[src/rtl/core/dbfs_pkg.sv]
// Shared constants, codes and types of the double-buffered frame streamer.
package dbfs_pkg;

  // Frame geometry and field widths.
  localparam int COLUMNS = 32;
  localparam int ROWS    = 16;
  localparam int COL_W   = 5;
  localparam int ROW_W   = 4;
  localparam int BYTE_W  = 8;

  // One bank bit, then row, then column.
  localparam int ADDR_W  = 1 + ROW_W + COL_W;

  // Request codes carried on the mode field.
  localparam logic [1:0] MODE_WRITE  = 2'd0;
  localparam logic [1:0] MODE_UPDATE = 2'd1;
  localparam logic [1:0] MODE_LINK   = 2'd2;

  // Configuration register indexes.
  localparam logic CFG_START_BYTE = 1'b0;
  localparam logic CFG_END_BYTE   = 1'b1;

  // Sender phases.
  typedef enum logic [1:0] {
    PH_IDLE,
    PH_START,
    PH_XMIT,
    PH_END
  } phase_t;

  // Result of one request, as registered by the sequencer.
  typedef struct packed {
    logic              done;
    logic              tx_valid;
    logic              use_ram;
    logic [BYTE_W-1:0] byte_val;
    logic              link_free;
    logic              busy_res;
  } res_t;

  // Bank memory access issued by the sequencer.
  typedef struct packed {
    logic              we;
    logic [ADDR_W-1:0] waddr;
    logic [BYTE_W-1:0] wdata;
    logic              re;
    logic [ADDR_W-1:0] raddr;
  } ram_req_t;

endpackage

[src/rtl/core/dbfs_sequencer.sv]
// Request sequencer: sender phase, scan position, bank flag and the clearing sweep.
module dbfs_sequencer import dbfs_pkg::*; (
  input  logic              clk,
  input  logic              rst,
  input  logic              start,
  input  logic [1:0]        mode,
  input  logic [ROW_W-1:0]  row,
  input  logic [COL_W-1:0]  col,
  input  logic [BYTE_W-1:0] pixel_color,
  input  logic [BYTE_W-1:0] start_byte,
  input  logic [BYTE_W-1:0] end_byte,
  output logic              busy,
  output ram_req_t          ram_req,
  output res_t              res
);

  phase_t             phase;
  phase_t             phase_next;
  logic [COL_W-1:0]   scan_col;
  logic [COL_W-1:0]   scan_col_next;
  logic [ROW_W-1:0]   scan_row;
  logic [ROW_W-1:0]   scan_row_next;
  logic               shown_bank;
  logic               shown_bank_next;
  logic               clearing;
  logic [ADDR_W-1:0]  clear_cnt;
  res_t               res_next;
  logic               accept;
  logic               col_last;
  logic               row_last;
  logic               in_range;

  assign accept   = start && !clearing;
  assign busy     = clearing;
  assign col_last = (scan_col == COL_W'(COLUMNS - 1));
  assign row_last = (scan_row == ROW_W'(ROWS - 1));
  assign in_range = (32'(row) < ROWS) && (32'(col) < COLUMNS);

  // Next sender phase.
  always_comb begin
    phase_next = phase;
    if (accept) begin
      unique case (phase)
        PH_IDLE: begin
          if (mode == MODE_UPDATE) phase_next = PH_START;
        end
        PH_START: begin
          if (mode == MODE_LINK) phase_next = PH_XMIT;
        end
        PH_XMIT: begin
          if (mode == MODE_LINK && col_last && row_last) phase_next = PH_END;
        end
        PH_END: begin
          if (mode == MODE_LINK) phase_next = PH_IDLE;
        end
        default: phase_next = PH_IDLE;
      endcase
    end
  end

  // Memory access, scan position and result of the request.
  always_comb begin
    scan_col_next   = scan_col;
    scan_row_next   = scan_row;
    shown_bank_next = shown_bank;
    ram_req.we      = 1'b0;
    ram_req.waddr   = {~shown_bank, row, col};
    ram_req.wdata   = pixel_color;
    ram_req.re      = 1'b0;
    ram_req.raddr   = {shown_bank, scan_row, scan_col};
    res_next.done      = accept;
    res_next.tx_valid  = 1'b0;
    res_next.use_ram   = 1'b0;
    res_next.byte_val  = '0;
    res_next.link_free = 1'b0;
    res_next.busy_res  = (phase_next != PH_IDLE);

    if (clearing) begin
      // Sweep zeros through both banks after reset.
      ram_req.we    = 1'b1;
      ram_req.waddr = clear_cnt;
      ram_req.wdata = '0;
    end else if (accept) begin
      unique case (mode)
        MODE_WRITE: begin
          ram_req.we = in_range;
        end
        MODE_UPDATE: begin
          if (phase == PH_IDLE) begin
            shown_bank_next   = ~shown_bank;
            res_next.tx_valid = 1'b1;
            res_next.byte_val = start_byte;
          end
        end
        MODE_LINK: begin
          if (phase == PH_START) begin
            scan_col_next     = '0;
            scan_row_next     = '0;
            ram_req.re        = 1'b1;
            ram_req.raddr     = {shown_bank, {ROW_W{1'b0}}, {COL_W{1'b0}}};
            res_next.tx_valid = 1'b1;
            res_next.use_ram  = 1'b1;
          end else if (phase == PH_XMIT) begin
            if (col_last) begin
              scan_col_next = '0;
              scan_row_next = row_last ? '0 : scan_row + 1'b1;
            end else begin
              scan_col_next = scan_col + 1'b1;
            end
            res_next.tx_valid = 1'b1;
            if (col_last && row_last) begin
              res_next.byte_val = end_byte;
            end else begin
              ram_req.re       = 1'b1;
              ram_req.raddr    = {shown_bank, scan_row_next, scan_col_next};
              res_next.use_ram = 1'b1;
            end
          end else if (phase == PH_END) begin
            res_next.link_free = 1'b1;
          end
        end
        default: begin
        end
      endcase
    end
  end

  // Control registers and the registered result; of the result, only the done strobe is reset.
  always_ff @(posedge clk) begin
    res.tx_valid  <= res_next.tx_valid;
    res.use_ram   <= res_next.use_ram;
    res.byte_val  <= res_next.byte_val;
    res.link_free <= res_next.link_free;
    res.busy_res  <= res_next.busy_res;
    if (rst) begin
      phase      <= PH_IDLE;
      scan_col   <= '0;
      scan_row   <= '0;
      shown_bank <= 1'b0;
      clearing   <= 1'b1;
      clear_cnt  <= '0;
      res.done   <= 1'b0;
    end else begin
      phase      <= phase_next;
      scan_col   <= scan_col_next;
      scan_row   <= scan_row_next;
      shown_bank <= shown_bank_next;
      res.done   <= res_next.done;
      if (clearing) begin
        clear_cnt <= clear_cnt + 1'b1;
        if (clear_cnt == '1) clearing <= 1'b0;
      end
    end
  end

endmodule

[config.mk]
export PLATFORM = sky130hd
export DESIGN_NAME = dbfs_sequencer
export DESIGN_NICKNAME = d
export VERILOG_FILES = /design/src/rtl/core/dbfs_pkg.sv /design/src/rtl/core/dbfs_sequencer.sv
export SDC_FILE = /design/constraint.sdc
export NUM_CORES = 1
export LEC_CHECK = 0
export BUFFER_PORTS_ARGS = -buffer_cell sky130_fd_sc_hd__buf_4
export CAP_MARGIN = 30
export CORE_MARGIN = 2
export CORE_UTILIZATION = 48
export DETAILED_ROUTE_END_ITERATION = 12
export HOLD_SLACK_MARGIN = 0.06
export PLACE_DENSITY_LB_ADDON = 0.12
export REMOVE_ABC_BUFFERS = 1
export SYNTH_ARGS = -nofsm -noshare
export SYNTH_HDL_FRONTEND = slang
export SYNTH_SLANG_ARGS = --single-unit
export TNS_END_PERCENT = 10
[constraint.sdc]
create_clock -name clk -period 2.1 [get_ports clk]
set_input_delay 0.21 -clock clk [delete_from_list [all_inputs] [get_ports clk]]
set_output_delay 0.21 -clock clk [all_outputs]
set_load 0.02 [all_outputs]
# ---- Word-level counts from Yosys, hierarchy flattened
# Index checks and enable logic that the tools add are counted.
dict set report totals {
  ff_bits 36
  in_bits 38
  out_inout_bits 44
  word_cells 77
}
dict set report classes {
  n_addsub 3
  n_eq_ne 8
  mux 36
  bitwise_logic 4
  n_reduce_logical 14
}
# op n
set ops {}
lappend ops {{$mux 11} 6}
lappend ops {{$mux 18} 1}
lappend ops {{$mux 4} 4}
lappend ops {{$mux 8} 2}
lappend ops {{$pmux 8 s2} 1}
lappend ops {{$mux 5} 3}
lappend ops {{$mux 2} 6}
lappend ops {{$add 10x1->10 const B} 1}
lappend ops {{$eq 10x10->1 const B} 1}
lappend ops {{$mux 10} 1}
lappend ops {{$mux 1} 9}
lappend ops {{$mux 9} 1}
lappend ops {{$pmux 2 s4} 1}
lappend ops {{$reduce_and 4->1} 2}
lappend ops {{$eq 2x2->1 const B} 3}
lappend ops {{$add 5x1->5 const B} 1}
lappend ops {{$eq 5x5->1 const B} 1}
lappend ops {{$reduce_or 5->1} 1}
lappend ops {{$add 4x1->4 const B} 1}
lappend ops {{$eq 2x1->1 const B} 2}
lappend ops {{$eq 4x4->1 const B} 1}
lappend ops {{$logic_and 1x1->1} 4}
lappend ops {{$logic_not 2->1} 2}
lappend ops {{$not 1->1} 4}
lappend ops {{other kinds (5)} 6}

# ---- Longest topological paths before layout
# Gate-level depths: netlist (run 1).
dict set report logic_depth {
  ltp_word 9
  ltp_mapped 8
  mapped_depth_nobuf 7
}

# ---- Least setup slack after synthesis (run 1)
# Ideal clock, no wire load.
dict set report synth_path {
  path_type {register to output}
  start {register scan_col[0]}
  end {output port ram_req[5] (netlist name)}
  t_arrival_ns 1.844
  t_required_ns 1.890
  setup_slack_ns 0.046
  stages_incl_launch_ff 7
  cell_sequence {dfxtp_1 -> ha_1 -> and3_1 -> ha_1 -> clkbuf_1 -> nand4_1 -> o21ai_0}
}
# item line_no
set synth_lines {}
lappend synth_lines {{from (decl)} dbfs_sequencer.sv:19} ;# logic [COL_W-1:0] scan_col;
lappend synth_lines {{from (signal assigned)} dbfs_sequencer.sv:145} ;# scan_col <= scan_col_next;
lappend synth_lines {{to (decl)} dbfs_sequencer.sv:13} ;# output ram_req_t ram_req,

==> results of run 1 <==
-- area by class of cell --
type                            count  area [um2]
Clock buffer                        6        72.6
Clock inverter                      1        5.00
Fill cell                         321        1090
Inverter                            8        30.0
Multi-Input combinational cell    180        1290
Sequential cell                    36         724
Tap cell                           50        62.6
Timing Repair Buffer               96         751
-- metrics by stage --
step                      instances  total power, mW
after floorplan                 224            0.745
after global placement          366            0.815
after detailed placement        366            0.818
after CTS                       377             1.28
after global routing            377             1.32
final                           377             1.26
-- layer usage --
layer,up-vias,share of wire,GRT usage
met1,937,0.42,0.254
met4,0,0.016,0.0858
met2,78,0.49,0.375
met3,8,0.074,0.0828
li1,1010,-,-
met5,-,0,0
-- cell families after synthesis --
family                     after synthesis  share of synthesized area
buffers and inverters                   22                     0.0453
muxes                                   12                     0.0652
DFF                                     36                      0.358
and+or+nand+nor                         95                      0.257
adders and majority gates               11                     0.0683
xor gates and xnor gates                12                     0.0522
AOI/OAI and AO/OA                       50                      0.155
-- timing repair --
action / in CTS / in global routing
resized for setup: 26 / 6
buffers inserted: 4 / 0
pin swaps: 5 / 0
endpoints found under the setup margin: 10 / 11
-- placed cells by master, fill, tap and decap left out, drive strengths merged, types with 3 or more instances in the layout --
master,instances
and3,3
mux2,9
clkbuf,6
dfxtp,36
nand2,10
nor2b,11
a22oi,8
buf,96
nand4,8
xnor2,3
nand3,8
and2,4
nand4b,3
o21ai,15
a21o,4
nor2,28
xor2,9
inv,8
a21oi,14
ha,11
nand2b,7
mux2i,3
-- power by group through the flow --
stage	combinational, mW	sequential (mW)	clock [mW]
final	0.109	0.693	0.460
after global routing	0.119	0.693	0.506
after CTS	0.110	0.693	0.480
after detailed placement	0.110	0.709	0
after global placement	0.107	0.708	0
after floorplan	0.0377	0.707	0
-- worst min path at each step --
stage | from | end | slack, ns
2_1_floorplan | rst | phase[1] | 0.28
3_3_place_gp | end_byte[1] | res[3] | 0.44
3_5_place_dp | end_byte[6] | res[8] | 0.45
4_1_cts | end_byte[6] | res[8] | 0.15
5_1_grt | end_byte[0] | res[2] | 0.17
6_report | end_byte[6] | res[8] | 0.16
-- state kept, by name, summed over array words and instances (netlist names) --
name / count
busy: 1
clear_cnt: 10
phase: 2
res: 13
scan_col: 5
scan_row: 4
shown_bank: 1
-- worst max-delay path: stages (launching register included) --
cell,delay [ns]
dfxtp_2,0.35
ha_4,0.13
and3_4,0.19
ha_4,0.14
nand4_1,0.17
a21oi_2,0.22
nand2b_4,0.18
o2bb2ai_2,0.11
buf_6,0.13
==> impl_metrics.json, run 1 <==
{
  "finalInstanceArea_mm2": 0.00293,
  "routed_via_density": 5.39,
  "dieWidth_um": 68.8,
  "grt_pass1_wl_um": 7850,
  "core_area_mm2": 0.00403,
  "r2r_slack_ns": 0.07,
  "syn_area_mm2": 0.00201,
  "firstDrtPassIters": 4,
  "crit_path_end_kind": "output pin",
  "finalWirelength_um": 5050,
  "grt_usage": 0.222,
  "drt_iter0_drc": 114,
  "finClkSkew_ns": 0.00717,
  "fmax_ghz": 0.468,
  "ios": 82,
  "dp_hpwl_um": 3700,
  "antenna_found_initial": 0,
  "p_comb_frac": 0.086,
  "synth_area_leaders": "dfxtp_1 36%, ha_1 6.8%, nor2_1 5.2%",
  "grt_remaining_overflow": 0,
  "hold_viol": 0,
  "cp-start-kind": "flip-flop",
  "synth_seq_cells": 36,
  "seq_power_share": 0.549,
  "synth_top_area_cell": "dfxtp_1",
  "crit_type": "flip-flop to output pin",
  "slew_headroom": 0.736,
  "antennaDiodeCount": 0,
  "p_sw_mw": 0.281,
  "synthDistinctLibCells": 41,
  "fin_util": 0.728,
  "synth-async-reset-ratio": 0,
  "fin_crit_ns": 2.14,
  "r2r_end": "scan_row[3]",
  "numCtsBuffers": 5,
  "routabilityCongestion": 0.928,
  "path_clk_slew_ns": 0.07,
  "crit_required_ns": 1.89,
  "endpoint": "ram_req[4]",
  "syn_avg_cell_area_um2": 8.46,
  "syn-instance-count": 238,
  "synthDominantCellAreaShare": 0.358,
  "cp_data_arrival_time_ns": 1.93,
  "seq_area_frac_synth": 0.358,
  "report.final.slew_viol_count": 0,
  "ys_warn_count": 0,
  "layout.nets": 376,
  "setup_ws_ns": -0.0375,
  "p_clk_frac": 0.364,
  "finalCritPeriodShare": 1.02,
  "vias": 2033,
  "violations": "setup timing",
  "syn2layout_area_growth_pct": 45.7,
  "hold_buffers": 0,
  "cts_tree": "done",
  "port_buffers": 81,
  "dp_slack_ns": 0.0705,
  "wl_per_cell_um": 13.4,
  "worstSetupStartpoint": "scan_col[1]",
  "worst-slew-pin-transition_ns": 0.386,
  "power.leakage_nw": 1.31,
  "hp-class": "input port to flip-flop",
  "cts_max_level": 2,
  "worst-path-max-fanout": 5,
  "clock_path_buffers": 2,
  "dpl_cell_area_mm2": 0.00271,
  "start_util": 0.500,
  "cts.sinks": 36,
  "grt_pass1_vias": 1870,
  "synth-edff-count": 0,
  "clock-root-buffer": "clkbuf_8",
  "setup_viol": 6,
  "rows": 23,
  "synth_common_cells": "36 x dfxtp_1, 28 x nor2_1, 15 x o21ai_0",
  "fp.dieArea_mm2": 0.00473,
  "cap_violations": 0,
  "reg2reg_from": "scan_col[1]",
  "route.detailed.drc": 0,
  "synth_top_flop_cell": "dfxtp_1",
  "grt_start_max_net_pins": 29,
  "status": "finished, violations left",
  "power.internal_mw": 0.981,
  "power_density_mw_per_mm2": 430,
  "peakVddDrop_mv": 0.272,
  "detail-route-antenna-nets": 0,
  "whs_path_depth": 3,
  "drive_gt1_frac": 0.401,
  "p_sw_frac": 0.223,
  "rsz0062_at_grt": "yes",
  "clk_latency_ns": 0.29,
  "final.setup.tns_ns": -0.176,
  "fp.dieH_um": 68.8,
  "synth_most_common_cell": "dfxtp_1",
  "reg2regPathDepth": 8,
  "worst_hold_slack_ns": 0.163
}
(Power assumes the default switching activity.)
==> run 2, diff against run 1 <==
--- a/config.mk
+++ b/config.mk
@@ -5,12 +5,14 @@
 export SDC_FILE = /design/constraint.sdc
 export NUM_CORES = 1
 export LEC_CHECK = 0
-export BUFFER_PORTS_ARGS = -buffer_cell sky130_fd_sc_hd__buf_4
+export BUFFER_PORTS_ARGS = -buffer_cell sky130_fd_sc_hd__buf_2
 export CAP_MARGIN = 30
 export CORE_MARGIN = 2
 export CORE_UTILIZATION = 48
+export CTS_CLUSTER_SIZE = 14
 export DETAILED_ROUTE_END_ITERATION = 12
 export HOLD_SLACK_MARGIN = 0.06
+export MAX_ROUTING_LAYER = met4
 export PLACE_DENSITY_LB_ADDON = 0.12
 export REMOVE_ABC_BUFFERS = 1
 export SYNTH_ARGS = -nofsm -noshare
==> impl_metrics.json, run 2 (same netlist as run 1, synthesis figures left out) <==
{
  "peakVddDrop_mv": 0.309,
  "path_clk_slew_ns": 0.07,
  "cts_max_level": 2,
  "regArea_um2": 723,
  "fp.dieArea_mm2": 0.00473,
  "antennaDiodeCount": 0,
  "cp_data_arrival_time_ns": 1.91,
  "top_regs": "res x13, clear_cnt x10, scan_col x5",
  "setup_ws_ns": -0.0232,
  "setup_viol": 8,
  "p_clk_frac": 0.391,
  "clk_latency_ns": 0.28,
  "finalWirelength_um": 4790,
  "p_comb_frac": 0.068,
  "clock_path_buffers": 2,
  "fp.dieH_um": 68.8,
  "largest_reg_flops": 13,
  "status": "finished, violations left",
  "cp-start-kind": "flip-flop",
  "layout_commonest_cell": "buf_2",
  "antenna_found_initial": 0,
  "slew_headroom": 0.716,
  "worst-slew-pin-transition_ns": 0.416,
  "grt_remaining_overflow": 0,
  "multiInputGateArea_mm2": 0.00126,
  "grt_start_max_net_pins": 29,
  "crit_path_end_kind": "output pin",
  "grt_pass1_vias": 1734,
  "start_util": 0.500,
  "finalInstanceArea_mm2": 0.00269,
  "cts.sinks": 36,
  "finalCritPeriodShare": 1.01,
  "rsz0062_at_grt": "yes",
  "p_sw_frac": 0.219,
  "fillers": 343,
  "dp_hpwl_um": 3430,
  "hp-class": "input port to flip-flop",
  "firstDrtPassIters": 4,
  "finClkSkew_ns": 0.00548,
  "detail-route-antenna-nets": 0,
  "fmax_ghz": 0.471,
  "routed_via_density": 5.36,
  "power.leakage_nw": 1.25,
  "seq_power_share": 0.540,
  "ios": 82,
  "routabilityCongestion": 0.911,
  "layout.nets": 375,
  "hold_viol": 0,
  "vias": 2021,
  "final_cell_mix": "78 x buf_2, 34 x dfxtp_1, 28 x nor2_1",
  "power_density_mw_per_mm2": 477,
  "top_register": "res",
  "numCtsBuffers": 5,
  "dpl_cell_area_mm2": 0.00251,
  "cts_tree": "done",
  "final.setup.tns_ns": -0.0999,
  "stdcell_count": 377,
  "cap_violations": 0,
  "port_buffers": 81,
  "grt_pass1_wl_um": 7810,
  "crit_type": "flip-flop to output pin",
  "violations": "setup timing",
  "grt_usage": 0.226,
  "wl_per_cell_um": 12.7,
  "dieWidth_um": 68.8,
  "drt_iter0_drc": 162,
  "syn2layout_area_growth_pct": 33.4,
  "fin_crit_ns": 2.12,
  "worst-path-max-fanout": 5,
  "report.final.slew_viol_count": 0,
  "core_area_mm2": 0.00403,
  "drive_gt1_frac": 0.376,
  "hold_buffers": 0,
  "clock-root-buffer": "clkbuf_8",
  "power.internal_mw": 1.00,
  "crit_required_ns": 1.89,
  "placed_cells": 367,
  "p_sw_mw": 0.280,
  "rows": 23,
  "route.detailed.drc": 0
}
run 2: cell types whose count changed in the layout (fill, tap and decap cells not counted), moves of 2 or more:
| cell | delta |
|---|---|
| buf_2 | +78 |
| buf_4 | -72 |
| buf_6 | -7 |
| o2bb2ai_1 | +2 |
| o2bb2ai_2 | -2 |
run 2: critical path, stage by stage, from the launching register on:
cell and delay, ns:
dfxtp_2 0.35, ha_4 0.14, and3_4 0.19, ha_4 0.14, nand4_1 0.14, buf_4 0.20, a31oi_4 0.13, o21ai_1 0.07
o21ai_0 0.07, buf_2 0.18
run 2: routing by layer:
layer,global-route usage,share of wire,vias up
met5,-,0,-
met4,0.0760,0.013,0
met3,0.0601,0.076,7
met2,0.364,0.48,87
met1,0.275,0.43,915
li1,-,-,1012
run 2: layout make-up:
type	count	area share
Timing Repair Buffer	95	0.194
Multi-Input combinational cell	180	0.469
Sequential cell	36	0.269
Inverter	8	0.0112
Clock buffer	8	0.0335
Tap cell	50	0.0233
run 2: repair_timing:
item	CTS	global route
endpoints found under the setup margin	10	10
pin swaps	3	0
endpoints found under the hold margin	0	0
resized for setup	14	5
setup buffers	2	0
run 2: power by group through the flow:
stage	clock, mW	sequential (mW)	combinational [mW]
2_1_floorplan	0	0.707	0.0377
3_3_place_gp	0	0.708	0.0860
3_5_place_dp	0	0.708	0.0882
4_1_cts	0.520	0.693	0.0887
5_1_grt	0.548	0.693	0.0986
6_report	0.502	0.693	0.0877
run 2: path summary, 6_finish.rpt:
check | depth (start not counted) | slack [ns] | startpoint | endpoint
worst max register to register | 7 | 0.20 | phase[1] | res[0]
worst min register to register | 2 | 0.51 | scan_col[3] | scan_col[3]
worst max-delay path | 9 | -0.02 | scan_col[1] | ram_req[6]
worst min-delay path | 3 | 0.16 | end_byte[5] | res[7]
run 2: metrics by stage:
stage / hold WS, ns / worst slack (ns) / total power [mW] / util
after global placement: 0.444 / 0.177 / 0.794 / 0.623
after floorplan: 0.279 / -0.0991 / 0.745 / -
after detailed placement: 0.456 / 0.0965 / 0.797 / 0.623
final: 0.164 / -0.0232 / 1.28 / 0.667
after global routing: 0.158 / -0.167 / 1.34 / 0.667
after CTS: 0.154 / -0.0122 / 1.30 / 0.664
